--- config.mk ---
export PLATFORM = sky130hd
export DESIGN_NAME = quoted_word_splitter
export DESIGN_NICKNAME = d
export VERILOG_FILES = /design/src/design/qws_pkg.sv /design/src/design/qws_step.sv /design/src/design/quoted_word_splitter.sv
export SDC_FILE = /design/constraint.sdc
export NUM_CORES = 1
export LEC_CHECK = 0
export BUFFER_PORTS_ARGS = -buffer_cell sky130_fd_sc_hd__buf_2
export CORE_UTILIZATION = 55
export CTS_CLUSTER_DIAMETER = 50
export CTS_CLUSTER_SIZE = 40
export DETAILED_ROUTE_END_ITERATION = 10
export HOLD_SLACK_MARGIN = 0.06
export PLACE_DENSITY_LB_ADDON = 0.05
export SLEW_MARGIN = 0
export SYNTH_ARGS = -nofsm -noshare
export SYNTH_HDL_FRONTEND = slang
export SYNTH_SLANG_ARGS = --single-unit
--- constraint.sdc ---
create_clock -name clk -period 3.7 [get_ports clk]
set_clock_uncertainty 0.15 [all_clocks]
set_input_delay 0.555 -clock clk [delete_from_list [all_inputs] [get_ports clk]]
set_output_delay 0.555 -clock clk [all_outputs]
set_load 0.02 [all_outputs]
--- src/design/qws_pkg.sv ---
// Shared types and constants for the quoted word splitter.
package qws_pkg;

    localparam int MAX_WORDS = 255;
    localparam int WORDS_W   = $clog2(MAX_WORDS + 1);
    localparam int CHAR_W    = 8;
    localparam int COUNT_W   = 8;
    localparam int S_TDATA_W = 8;
    localparam int M_TDATA_W = 24;

    localparam logic [CHAR_W-1:0] CH_QUOTE = 8'd34;
    localparam logic [CHAR_W-1:0] CH_HASH  = 8'd35;
    localparam logic [CHAR_W-1:0] CH_SPACE = 8'd32;
    localparam logic [CHAR_W-1:0] CH_TAB   = 8'd9;
    localparam logic [CHAR_W-1:0] CH_CR    = 8'd13;

    localparam logic STATUS_OK       = 1'b0;
    localparam logic STATUS_UNMATCHED = 1'b1;

    typedef enum logic [3:0] {
        MODE_START   = 4'b0001,
        MODE_QUOTED  = 4'b0010,
        MODE_WORD    = 4'b0100,
        MODE_COMMENT = 4'b1000
    } qws_mode_t;

    typedef struct packed {
        qws_mode_t          mode;
        logic               at_line_start;
        logic [WORDS_W-1:0] words;
    } qws_state_t;

    typedef struct packed {
        logic               valid;
        logic [CHAR_W-1:0]  out_char;
        logic               char_valid;
        logic               word_end;
        logic               line_done;
        logic [COUNT_W-1:0] word_count;
        logic               status;
    } qws_result_t;

endpackage

--- src/design/qws_step.sv ---
// Per-byte tokenizer step: next state and the result for one request.
module qws_step (
    input  qws_pkg::qws_state_t           cur,
    input  logic [qws_pkg::CHAR_W-1:0]    char_code,
    input  logic                          line_end,
    output qws_pkg::qws_state_t           nxt,
    output qws_pkg::qws_result_t          res
);
    import qws_pkg::*;

    logic               blank;
    logic [WORDS_W-1:0] words_inc;

    assign blank = (char_code == CH_SPACE) ||
                   ((char_code >= CH_TAB) && (char_code <= CH_CR));

    // Saturating word count
    assign words_inc = (cur.words < WORDS_W'(MAX_WORDS)) ?
                       cur.words + WORDS_W'(1) : cur.words;

    always_comb
    begin
        nxt = cur;
        res = '0;
        if (line_end)
        begin
            res.valid     = 1'b1;
            res.line_done = 1'b1;
            res.word_count = COUNT_W'(cur.words);
            if (cur.mode == MODE_WORD)
            begin
                res.word_end   = 1'b1;
                res.word_count = COUNT_W'(words_inc);
            end
            res.status = (cur.mode == MODE_QUOTED) ? STATUS_UNMATCHED : STATUS_OK;
            nxt.mode          = MODE_START;
            nxt.at_line_start = 1'b1;
            nxt.words         = '0;
        end
        else if (cur.mode == MODE_COMMENT)
        begin
            // drop every byte of a comment line
        end
        else if (cur.at_line_start && !blank && (char_code == CH_HASH))
        begin
            nxt.at_line_start = 1'b0;
            nxt.mode          = MODE_COMMENT;
        end
        else
        begin
            if (!blank)
                nxt.at_line_start = 1'b0;
            case (cur.mode)
                MODE_START:
                begin
                    if (char_code == CH_QUOTE)
                        nxt.mode = MODE_QUOTED;
                    else if (!blank)
                    begin
                        nxt.mode       = MODE_WORD;
                        res.valid      = 1'b1;
                        res.char_valid = 1'b1;
                        res.out_char   = char_code;
                    end
                end
                MODE_QUOTED:
                begin
                    if (char_code == CH_QUOTE)
                        nxt.mode = MODE_WORD;
                    else
                    begin
                        res.valid      = 1'b1;
                        res.char_valid = 1'b1;
                        res.out_char   = char_code;
                    end
                end
                MODE_WORD:
                begin
                    if (blank)
                    begin
                        nxt.words    = words_inc;
                        nxt.mode     = MODE_START;
                        res.valid    = 1'b1;
                        res.word_end = 1'b1;
                    end
                    else if (char_code == CH_QUOTE)
                        nxt.mode = MODE_QUOTED;
                    else
                    begin
                        res.valid      = 1'b1;
                        res.char_valid = 1'b1;
                        res.out_char   = char_code;
                    end
                end
                default:
                begin
                    nxt.mode = MODE_START;
                end
            endcase
        end
    end

endmodule

--- src/design/quoted_word_splitter.sv ---
// Top level of the quoted word splitter: stream ports, state and result register.
// A request that yields a result shows it on the master side in the cycle after the request is taken.
// Throughput: one request per cycle; the combinational next-state logic in qws_step
// sets that figure. A new request enters in the cycle a waiting result is taken;
// while a result waits with m_axis_tready low, the input stalls.
// Reset (rst_n low, asynchronous): word-start mode, line start, zero words, no result pending.
// The output payload register is not reset; only its valid flag is.
module quoted_word_splitter (
    input  logic                              clk,
    input  logic                              rst_n,
    input  logic                              s_axis_tvalid,
    output logic                              s_axis_tready,
    input  logic [qws_pkg::S_TDATA_W-1:0]     s_axis_tdata,  // [7:0] char_code
    input  logic                              s_axis_tlast,  // line_end
    output logic                              m_axis_tvalid,
    input  logic                              m_axis_tready,
    // [7:0] out_char, [8] char_valid, [9] word_end, [17:10] word_count,
    // [18] status, [23:19] zero
    output logic [qws_pkg::M_TDATA_W-1:0]     m_axis_tdata,
    output logic                              m_axis_tlast   // line_done
);
    import qws_pkg::*;

    qws_state_t  state_reg;
    qws_state_t  state_next;
    qws_result_t step_res;

    logic               out_valid_reg;
    logic [CHAR_W-1:0]  out_char_reg;
    logic               char_valid_reg;
    logic               word_end_reg;
    logic               line_done_reg;
    logic [COUNT_W-1:0] word_count_reg;
    logic               status_reg;

    logic s_accept;
    logic m_accept;

    // Accept a new request whenever the result register is empty or draining.
    assign s_axis_tready = !out_valid_reg || m_axis_tready;
    assign s_accept      = s_axis_tvalid && s_axis_tready;
    assign m_accept      = m_axis_tvalid && m_axis_tready;

    qws_step u_step (
        .cur       (state_reg),
        .char_code (s_axis_tdata[CHAR_W-1:0]),
        .line_end  (s_axis_tlast),
        .nxt       (state_next),
        .res       (step_res)
    );

    // Advance the tokenizer state only on an accepted request.
    always_ff @(posedge clk or negedge rst_n)
    begin
        if (!rst_n)
        begin
            state_reg.mode          <= MODE_START;
            state_reg.at_line_start <= 1'b1;
            state_reg.words         <= '0;
        end
        else if (s_accept)
        begin
            state_reg <= state_next;
        end
    end

    // Result valid: load on a request that yields a result, clear when taken.
    always_ff @(posedge clk or negedge rst_n)
    begin
        if (!rst_n)
            out_valid_reg <= 1'b0;
        else if (s_accept)
            out_valid_reg <= step_res.valid;
        else if (m_accept)
            out_valid_reg <= 1'b0;
    end

    // Hold the payload until a new result replaces it.
    always_ff @(posedge clk)
    begin
        if (s_accept && step_res.valid)
        begin
            out_char_reg   <= step_res.out_char;
            char_valid_reg <= step_res.char_valid;
            word_end_reg   <= step_res.word_end;
            line_done_reg  <= step_res.line_done;
            word_count_reg <= step_res.word_count;
            status_reg     <= step_res.status;
        end
    end

    assign m_axis_tvalid = out_valid_reg;
    assign m_axis_tlast  = line_done_reg;
    assign m_axis_tdata  = {5'd0, status_reg, word_count_reg, word_end_reg,
                            char_valid_reg, out_char_reg};

    // A line end always returns the tokenizer to its line-start state.
    a_line_reset: assert property (@(posedge clk) disable iff (!rst_n)
        s_accept && s_axis_tlast |=>
            state_reg.mode == MODE_START && state_reg.at_line_start &&
            state_reg.words == '0)
        else $error("state not restored after line end");

    // Word count never passes its saturation limit.
    a_words_sat: assert property (@(posedge clk) disable iff (!rst_n)
        state_reg.words <= WORDS_W'(MAX_WORDS))
        else $error("word count above limit");

    // In comment mode the line-start flag is always clear.
    a_comment_flag: assert property (@(posedge clk) disable iff (!rst_n)
        state_reg.mode == MODE_COMMENT |-> !state_reg.at_line_start)
        else $error("comment mode with line-start flag set");

    // A line-done result never carries a word byte.
    a_done_no_char: assert property (@(posedge clk) disable iff (!rst_n)
        m_axis_tvalid && m_axis_tlast |-> !m_axis_tdata[8])
        else $error("line done result carries a byte");

    // Bytes inside a comment line yield no result.
    a_comment_silent: assert property (@(posedge clk) disable iff (!rst_n)
        s_accept && !s_axis_tlast && state_reg.mode == MODE_COMMENT |=> !m_axis_tvalid)
        else $error("comment byte produced a result");

endmodule
Word level (Yosys, flattened, before mapping)
Cells that the tools add are included.

operators by class
  mux-type cells = 32
  magnitude comparators = 3
  reductions and logical operators = 17
  equality and inequality tests = 13
  $add $sub $neg = 1

operators by type and width
  operator               count
  $mux W10               4
  $mux W8                5
  $pmux W10 S3           1
  $mux W13               2
  $eq A8 B6 Y1 const B   3
  $mux W11               2
  $mux W4                5
  $pmux W4 S3            1
  $mux W1                10
  $reduce_and A5 Y1      2
  $mux W9                1
  $add A8 B1 Y8 const B  1
  $ge A8 B4 Y1 const B   1
  $le A8 B4 Y1 const B   1
  $lt A8 B8 Y1 const B   1
  $logic_and A1 B1 Y1    6
  $reduce_bool A2 Y1     3
  $mux W5                1
  $ne A5 B4 Y1 const B   1
  $ne A5 B5 Y1 const B   1
  $eq A4 B1 Y1 const B   1
  $eq A4 B2 Y1 const B   1
  $eq A4 B3 Y1 const B   1
  $eq A4 B4 Y1 const B   1
  other kinds (7)        10

word-level totals
  flip-flop bits (word level) = 34
  word-level logic and storage cells = 76

Longest topological paths before layout
Gate-level depths: netlist (run 1).

  word-level depth = 10
  depth in mapped cells = 7

By module
From an unflattened synthesis (run 1), not the netlist that was laid out.

second synthesis, totals
  cells, all modules = 203
  area, all modules = 2,225.9 um^2

by module, submodules not included
  module                instances  cells each  area an instance (um^2)
  quoted_word_splitter  1          62          1,260.0
  qws_step              1          141         965.9

Worst setup path after synthesis (run 1)
OpenSTA, ideal clock, no wires.

  path kind = reg2reg
  from = register state_reg[9] (netlist name)
  to = register char_valid_reg, enable pin
  period minus slack after synthesis = 3,011 ps
  setup time = 404 ps
  data required time = 3,146 ps
  data arrival time = 2,457 ps
  setup slack = 689 ps
  cell stages (with the launch flop) = 7
  buffers on the path = 1
  cells stage by stage = dfstp_2 -> clkbuf_1 -> nor4b_1 -> o31a_1 -> and3_1 -> o21ai_0 -> a21oi_1

on the way
  cells in the longest elaborated chain, start to end = 6
  elaborated cells on any way between the ends = 9

RTL lines
  what                                  RTL line                    RTL
  start, declared                       quoted_word_splitter.sv:24  qws_state_t state_reg;
  start signal, assigned                quoted_word_splitter.sv:63  state_reg <= state_next;
  $eq A4 B3 Y1 (tied with other cells)  qws_step.sv:53              case (cur.mode)
  $pmux W10 S3                          qws_step.sv:53
  $mux W11                              qws_step.sv:44              else if (cur.at_line_start && !blank && (char_code == CH_HASH))
  $mux W11 (*)                          qws_step.sv:40              else if (cur.mode == MODE_COMMENT)
  $mux W1 (*)                           qws_step.sv:25              if (line_end)
  $logic_and A1 B1 Y1 (*)               quoted_word_splitter.sv:81  if (s_accept && step_res.valid)
  end signal, assigned                  quoted_word_splitter.sv:84  char_valid_reg <= step_res.char_valid;
  end, declared                         quoted_word_splitter.sv:30  logic char_valid_reg;

Mark *: on every way between the ends. The rest lies on a longest branch, timed or not.
A chain may end at the register's enable or synchronous reset.

Worst setup path in the final report (run 1)
  from = register state_reg[9] (netlist name)
  to = register out_char_reg[2], enable pin

on the way
  cells in the longest elaborated chain, start to end = 6
  elaborated cells on any way between the ends = 9

RTL lines
  what                                  RTL line                    RTL
  $eq A4 B3 Y1 (tied with other cells)  qws_step.sv:53
  $pmux W10 S3                          qws_step.sv:53
  $mux W11                              qws_step.sv:44
  $mux W11 (*)                          qws_step.sv:40
  $mux W1 (*)                           qws_step.sv:25
  $logic_and A1 B1 Y1 (*)               quoted_word_splitter.sv:81
  end signal, assigned                  quoted_word_splitter.sv:83  out_char_reg <= step_res.out_char;
  end, declared                         quoted_word_splitter.sv:29  logic [CHAR_W-1:0] out_char_reg;

Marked as above.

==> metrics.txt, run 1 <==
# TYPE chip_impl_metric gauge
chip_impl_info{name="cell_by_cell_listing_of_the_critical_path",value="nor4b_1 -> o31a_1 -> and3_1 -> o21ai_0 -> a21oi_2"} 1
chip_impl_metric{name="ant_nets",unit=""} 0
chip_impl_metric{name="clkSinkCount",unit=""} 34
chip_impl_metric{name="min_period",unit="ns"} 2.78
chip_impl_metric{name="num_rows",unit=""} 21
chip_impl_info{name="crit_start",value="state_reg[9]"} 1
chip_impl_info{name="critical_path.slowest_cell",value="sky130_fd_sc_hd__a21oi_2"} 1
chip_impl_metric{name="clk_pin_slew",unit="ns"} 0.11
chip_impl_metric{name="syn-instance-count",unit=""} 207
chip_impl_info{name="cp-endpoint",value="out_char_reg[2]"} 1
chip_impl_metric{name="h-tree-depth",unit=""} 2
chip_impl_metric{name="num-fill-cells",unit=""} 286
chip_impl_info{name="holdCritPathClass",value="input pin to flip-flop"} 1
chip_impl_metric{name="die_h",unit="um"} 62.5
chip_impl_metric{name="drv_slew",unit=""} 0
chip_impl_metric{name="tightest_slew",unit="ns"} 1.06
chip_impl_metric{name="largest_register_ffs",unit=""} 13
chip_impl_metric{name="route.met3.wl",unit="um"} 305
chip_impl_metric{name="worst_r2r_path_depth",unit=""} 5
chip_impl_metric{name="number_of_hold_slack_violations_in_the_final_timing_report",unit=""} 0
chip_impl_metric{name="dr.pass1.iters",unit=""} 4
chip_impl_info{name="critical_path.reg2reg.startpoint",value="state_reg[9]"} 1
chip_impl_metric{name="drc",unit=""} 0
chip_impl_metric{name="max_cap_violations",unit=""} 0
chip_impl_metric{name="place_worst_setup_slack",unit="ns"} 0.654
chip_impl_info{name="path_class",value="flip-flop to flip-flop"} 1
chip_impl_metric{name="globalRouteOverflowTotal",unit=""} 0
chip_impl_info{name="rsz0062_at_grt",value="no"} 1
chip_impl_info{name="most_common_library_cell_in_the_layout_ignoring_fill_and_taps",value="sky130_fd_sc_hd__buf_2"} 1
chip_impl_metric{name="worst_ep_required_time",unit="ns"} 3.53
chip_impl_metric{name="final_period_util",unit="%"} 75.2
chip_impl_metric{name="grt_start_max_net_pins",unit=""} 21
chip_impl_metric{name="critPathBufInv",unit=""} 0
chip_impl_metric{name="first_iter_violations",unit=""} 115
chip_impl_metric{name="ys_seq_elements",unit=""} 34
chip_impl_metric{name="power.static_leakage",unit="nW"} 0.930
chip_impl_metric{name="timing.max_slew.rel_slack",unit="%"} 29.6
chip_impl_metric{name="antenna_found_initial",unit=""} 0
chip_impl_metric{name="power_per_cell_area",unit="nW/um^2"} 552
chip_impl_metric{name="cts_setup_buffers",unit=""} 0
chip_impl_info{name="run_status",value="finished clean"} 1
chip_impl_metric{name="die_area",unit="um^2"} 3910
chip_impl_metric{name="route.layer.met1.wl",unit="mm"} 1.97
chip_impl_info{name="tritoncts",value="done"} 1
chip_impl_metric{name="multiInputGateArea",unit="um^2"} 961
chip_impl_metric{name="detail_route.wirelength",unit="mm"} 4.24
chip_impl_metric{name="effective_utilization_at_floorplan",unit="%"} 59.0
chip_impl_info{name="mostFrequentLayoutCells",value="34 x sky130_fd_sc_hd__buf_2, 22 x sky130_fd_sc_hd__nor2_1, 20 x sky130_fd_sc_hd__edfxtp_1"} 1
chip_impl_metric{name="detailroute.wirelength.met2",unit="mm"} 1.91
chip_impl_info{name="r2r_end",value="out_char_reg[2]"} 1
chip_impl_metric{name="core_area",unit="um^2"} 3420
chip_impl_metric{name="synth-warning-count",unit=""} 0
chip_impl_metric{name="port-buffer-count",unit=""} 34
chip_impl_info{name="setup.worst_path.start_class",value="flip-flop"} 1
chip_impl_metric{name="tritoncts.num_buffers",unit=""} 5
chip_impl_metric{name="synthesis.area",unit="um^2"} 2010
chip_impl_metric{name="finalNetCount",unit=""} 254
chip_impl_metric{name="dieWidth",unit="um"} 62.5
chip_impl_metric{name="tns",unit="ns"} 0
chip_impl_metric{name="avgSynthCellArea",unit="um^2"} 9.73
chip_impl_metric{name="num_io_pins",unit=""} 40
chip_impl_metric{name="wl_per_instance",unit="um"} 14.8
chip_impl_metric{name="setup_violations",unit=""} 0
chip_impl_metric{name="routed_via_density",unit=""} 5.85
chip_impl_metric{name="postLayoutSetupSlackWorst",unit="ns"} 0.918
chip_impl_info{name="route.top_layer_used",value="met4"} 1
chip_impl_metric{name="vdd_drop_max",unit="uV"} 347
chip_impl_metric{name="synth.distinct_cells",unit=""} 50
chip_impl_metric{name="asyncSetResetFlopFracSynth",unit="%"} 41.2
chip_impl_metric{name="max_freq",unit="GHz"} 0.360
chip_impl_info{name="synth_top_flop_cell",value="sky130_fd_sc_hd__edfxtp_1"} 1
chip_impl_metric{name="grt_first_pass_wirelength",unit="mm"} 7.14
chip_impl_metric{name="fin_util",unit="%"} 67.4
chip_impl_metric{name="diodes",unit=""} 0
chip_impl_metric{name="vias_after_detailed_routing",unit=""} 1678
chip_impl_metric{name="drive_above_1_share",unit="%"} 24.9
chip_impl_metric{name="critPathArrivalTime",unit="ns"} 2.61
chip_impl_metric{name="final-seq-area",unit="um^2"} 953
chip_impl_metric{name="clock_latency_on_the_worst_skew_pair",unit="ns"} 0.35
chip_impl_metric{name="ff2ff_setup_slack",unit="ns"} 0.92
chip_impl_metric{name="place_congestion",unit=""} 0.954
chip_impl_metric{name="number_of_global_route_vias_before_repair",unit=""} 1484
chip_impl_metric{name="areaGrowthSynthToFinish",unit="%"} 14.3
chip_impl_info{name="worst_path_dominant_cell_family",value="compound AO/OA/AOI/OAI gates"} 1
chip_impl_metric{name="critPathMaxFanout",unit=""} 20
chip_impl_info{name="critical_path_end_type",value="flip-flop"} 1
chip_impl_metric{name="slowest_cell_delay_on_critical_path",unit="ns"} 0.80
chip_impl_info{name="root_buffer",value="sky130_fd_sc_hd__clkbuf_4"} 1
chip_impl_metric{name="synth_sequential_area_ratio",unit="%"} 47.3
chip_impl_metric{name="postCtsHoldBufs",unit=""} 1
chip_impl_metric{name="track_usage",unit="%"} 23.3
chip_impl_metric{name="place_hpwl",unit="mm"} 3.21
chip_impl_metric{name="cts-resized-gates",unit=""} 0
chip_impl_metric{name="clock_path_buffers",unit=""} 2
chip_impl_metric{name="number_of_enable_flip_flop_cells_after_synthesis",unit=""} 20
chip_impl_metric{name="cp_num_cells",unit=""} 5
-- worst min-delay path by stage --
stage / startpoint / to / slack [ns] / cells past startpoint
CTS: s_axis_tlast / m_axis_tlast / 0.31 / 1
floorplan: rst_n / m_axis_tvalid / 0.11 / 0
finish: s_axis_tlast / m_axis_tlast / 0.32 / 1
global route: s_axis_tlast / m_axis_tlast / 0.31 / 1
detailed placement: rst_n / state_reg[2] / 0.31 / 1
global placement: rst_n / state_reg[4] / 0.30 / 1
-- layer usage --
| metal | vias to the layer above | global-route usage, % |
|---|---|---|
| met5 | - | 0 |
| met4 | 0 | 8.14 |
| li1 | 809 | - |
| met3 | 7 | 4.56 |
| met2 | 72 | 36.3 |
| met1 | 790 | 32.4 |
-- kinds of logic after synthesis --
group | count (synthesis) | synth area share (%)
adders and majority gates | 1 | 0.621
xor gates and xnor gates | 5 | 2.17
and+or+nand+nor | 91 | 24.3
other | 1 | 0.186
muxes | 7 | 3.73
AOI/OAI and AO/OA | 45 | 15.8
buffers and inverters | 23 | 5.90
DFF | 34 | 47.3
-- synthesized netlist by cell type (all sizes together), types with 5 or more instances --
cell type  count  area (um^2)
nand3          7         35.0
edfxtp        20          601
and2          11         68.8
buf           10         70.1
inv            8         30.0
dfrtp         12          300
o21ai         14         70.1
clkbuf         5         18.8
a21oi         12         63.8
nor2          22         82.6
nand2         17         63.8
-- area by class of cell --
cell class                 instances  area share, %
clock buffer                       5           1.63
clock inverter                     3           2.99
inverter                           8           1.30
multi-input combinational        154           41.7
sequential                        34           41.4
tap                               46           2.50
timing repair buffer              37           8.47
-- through the flow --
stage	area [um^2]	hold slack, ns	power [mW]	cells
floorplan	2030	0.109	0.827	211
global placement	2190	0.304	0.922	278
detailed placement	2190	0.312	0.930	278
CTS	2300	0.312	1.27	287
global route	2300	0.307	1.33	287
finish	2300	0.322	1.27	287
-- power by group --
part,switching (mW),internal (mW),leakage (nW),total (mW)
Clock,0.134,0.211,0.0554,0.346
Sequential,0.0410,0.492,0.378,0.533
Combinational,0.251,0.143,0.497,0.394
(Power assumes the default switching activity.)
==> inputs of run 2 (changes only) <==
clock period = 2.8 ns   (was 3.7 ns; I/O delays follow)
==> run 2 against run 1 <==
Compared with the run above:
- combinational power is 53% higher
- hold slack lost 0.12 ns
- sequential share of layout area decreased by 0.82 points
- critical path type unchanged
- maximum frequency increased by 12%
- clock power fell by 30%
- first-iteration DRC count is 18% higher
- setup slack worse by 0.61 ns
- global-route usage up 0.58 points
- highest routed layer unchanged
==> metrics.txt, run 2 (synthesized netlist as in run 1, its figures left out) <==
# TYPE chip_impl_metric gauge
chip_impl_info{name="run_status",value="finished clean"} 1
chip_impl_metric{name="diodes",unit=""} 0
chip_impl_metric{name="grt_start_max_net_pins",unit=""} 21
chip_impl_info{name="mostFrequentLayoutCells",value="34 x sky130_fd_sc_hd__buf_2, 22 x sky130_fd_sc_hd__nor2_1, 20 x sky130_fd_sc_hd__edfxtp_1"} 1
chip_impl_metric{name="antenna_found_initial",unit=""} 0
chip_impl_metric{name="setup_violations",unit=""} 0
chip_impl_metric{name="report.power.total",unit="mW"} 1.52
chip_impl_metric{name="globalRouteOverflowTotal",unit=""} 0
chip_impl_metric{name="track_usage",unit="%"} 23.9
chip_impl_metric{name="max_cap_violations",unit=""} 0
chip_impl_metric{name="power_per_cell_area",unit="nW/um^2"} 648
chip_impl_metric{name="critPathBufInv",unit=""} 0
chip_impl_metric{name="slowest_cell_delay_on_critical_path",unit="ns"} 0.55
chip_impl_info{name="cell_by_cell_listing_of_the_critical_path",value="nor4b_1 -> o31a_1 -> and3_1 -> o21ai_0 -> a21oi_4"} 1
chip_impl_metric{name="num_io_pins",unit=""} 40
chip_impl_metric{name="detail_route.wirelength",unit="mm"} 4.39
chip_impl_info{name="rsz0062_at_grt",value="no"} 1
chip_impl_info{name="holdCritPathClass",value="input pin to flip-flop"} 1
chip_impl_metric{name="timing.max_slew.rel_slack",unit="%"} 60.0
chip_impl_metric{name="largest_register_ffs",unit=""} 13
chip_impl_metric{name="worst_ep_required_time",unit="ns"} 2.62
chip_impl_metric{name="critPathArrivalTime",unit="ns"} 2.31
chip_impl_metric{name="critPathMaxFanout",unit=""} 20
chip_impl_metric{name="drc",unit=""} 0
chip_impl_metric{name="place_hpwl",unit="mm"} 3.35
chip_impl_info{name="tritoncts",value="done"} 1
chip_impl_metric{name="max_freq",unit="GHz"} 0.402
chip_impl_metric{name="areaGrowthSynthToFinish",unit="%"} 16.6
chip_impl_metric{name="p_comb_share",unit="%"} 39.5
chip_impl_metric{name="clock_share_of_power",unit="%"} 16.0
chip_impl_metric{name="power.internal",unit="mW"} 0.964
chip_impl_metric{name="core_area",unit="um^2"} 3420
chip_impl_metric{name="clkSinkCount",unit=""} 34
chip_impl_info{name="worst_path_dominant_cell_family",value="compound AO/OA/AOI/OAI gates"} 1
chip_impl_metric{name="final_period_util",unit="%"} 88.9
chip_impl_metric{name="place_congestion",unit=""} 0.942
chip_impl_metric{name="cts_setup_buffers",unit=""} 0
chip_impl_metric{name="dr.pass1.iters",unit=""} 4
chip_impl_metric{name="p_seq_share",unit="%"} 44.5
chip_impl_info{name="setup.worst_path.start_class",value="flip-flop"} 1
chip_impl_metric{name="drv_slew",unit=""} 0
chip_impl_metric{name="tightest_slew",unit="ns"} 0.599
chip_impl_metric{name="clk_pin_slew",unit="ns"} 0.09
chip_impl_metric{name="number_of_global_route_vias_before_repair",unit=""} 1598
chip_impl_metric{name="tns",unit="ns"} 0
chip_impl_metric{name="num_rows",unit=""} 21
chip_impl_metric{name="ant_nets",unit=""} 0
chip_impl_metric{name="dieWidth",unit="um"} 62.5
chip_impl_metric{name="finalNetCount",unit=""} 267
chip_impl_info{name="critical_path_end_type",value="flip-flop"} 1
chip_impl_metric{name="min_period",unit="ns"} 2.49
chip_impl_metric{name="clock_latency_on_the_worst_skew_pair",unit="ns"} 0.33
chip_impl_metric{name="drive_above_1_share",unit="%"} 28.5
chip_impl_metric{name="power.static_leakage",unit="nW"} 0.970
chip_impl_metric{name="tritoncts.num_buffers",unit=""} 5
chip_impl_info{name="critical_path.slowest_cell",value="sky130_fd_sc_hd__a21oi_4"} 1
chip_impl_metric{name="grt_first_pass_wirelength",unit="mm"} 7.39
chip_impl_metric{name="die_area",unit="um^2"} 3910
chip_impl_info{name="root_buffer",value="sky130_fd_sc_hd__clkbuf_4"} 1
chip_impl_metric{name="switching_share",unit="%"} 36.6
chip_impl_metric{name="clock_path_buffers",unit=""} 2
chip_impl_metric{name="effective_utilization_at_floorplan",unit="%"} 59.0
chip_impl_metric{name="vias_after_detailed_routing",unit=""} 1767
chip_impl_metric{name="routed_via_density",unit=""} 5.91
chip_impl_metric{name="die_h",unit="um"} 62.5
chip_impl_metric{name="vdd_drop_max",unit="uV"} 561
chip_impl_metric{name="first_iter_violations",unit=""} 136
chip_impl_metric{name="number_of_hold_slack_violations_in_the_final_timing_report",unit=""} 0
chip_impl_info{name="most_common_library_cell_in_the_layout_ignoring_fill_and_taps",value="sky130_fd_sc_hd__buf_2"} 1
chip_impl_metric{name="port-buffer-count",unit=""} 34
chip_impl_metric{name="switching_power",unit="mW"} 0.558
chip_impl_metric{name="h-tree-depth",unit=""} 2
chip_impl_info{name="path_class",value="flip-flop to flip-flop"} 1
chip_impl_metric{name="wl_per_instance",unit="um"} 14.7
run 2: power groups by stage:
| stage | clock, mW | combinational (mW) | sequential, mW |
|---|---|---|---|
| after global placement | 0 | 0.574 | 0.684 |
| after floorplan | 0 | 0.342 | 0.753 |
| after detailed placement | 0 | 0.587 | 0.690 |
| final | 0.243 | 0.602 | 0.677 |
| after CTS | 0.250 | 0.590 | 0.679 |
| after global routing | 0.269 | 0.654 | 0.685 |
run 2: timing repair:
| item | 4_1_cts | 5_1_grt |
|---|---|---|
| gates resized for setup | 0 | 1 |
| hold buffers | 1 | 0 |
| endpoints found under the setup margin | 0 | 20 |
| hold endpoints to repair | 12 | 0 |
run 2: cell type report:
type	instances	area, um^2
multi-input combinational	154	968
fill	276	1070
clock inverter	2	10.0
sequential	34	953
inverter	8	30.0
timing repair buffer	50	293
tap	46	57.6
clock buffer	5	37.5
run 2: final timing paths:
| path | cells after the start | from | to | slack (ns) |
|---|---|---|---|---|
| max in group asynchronous | 2 | rst_n | state_reg[9] | 1.86 |
| max | 5 | state_reg[9] | word_count_reg[1] | 0.31 |
| min in group asynchronous | 2 | rst_n | state_reg[4] | 0.35 |
| min reg2reg | 2 | state_reg[8] | state_reg[8] | 0.37 |
| min | 1 | s_axis_tlast | m_axis_tlast | 0.21 |
| max reg2reg | 5 | state_reg[9] | word_count_reg[1] | 0.31 |
run 2: routing by layer:
metal | GRT usage, % | part of all wire, %
met1 | 32.1 | 44
met4 | 7.27 | 1.2
met3 | 5.47 | 8.2
met5 | 0 | 0
met2 | 38.3 | 47
run 2: worst reg2reg max path: cells and delay by family (launching register included):
family	cells	cell delay, ns
AO/OA/AOI/OAI	3	0.92
flip-flops	1	0.54
AND/OR/NAND/NOR	2	0.54
run 2: per-stage QoR:
step	instances	util (%)	cell area, um^2	worst slack (ns)	hold slack [ns]
finish	299	68.8	2350	0.311	0.205
global route	299	68.8	2350	0.230	0.199
CTS	299	68.6	2340	0.0911	0.192
detailed placement	291	66.9	2280	0.0742	0.179
global placement	291	66.9	2280	0.0890	0.171
floorplan	211	-	2030	0.205	-0.0256
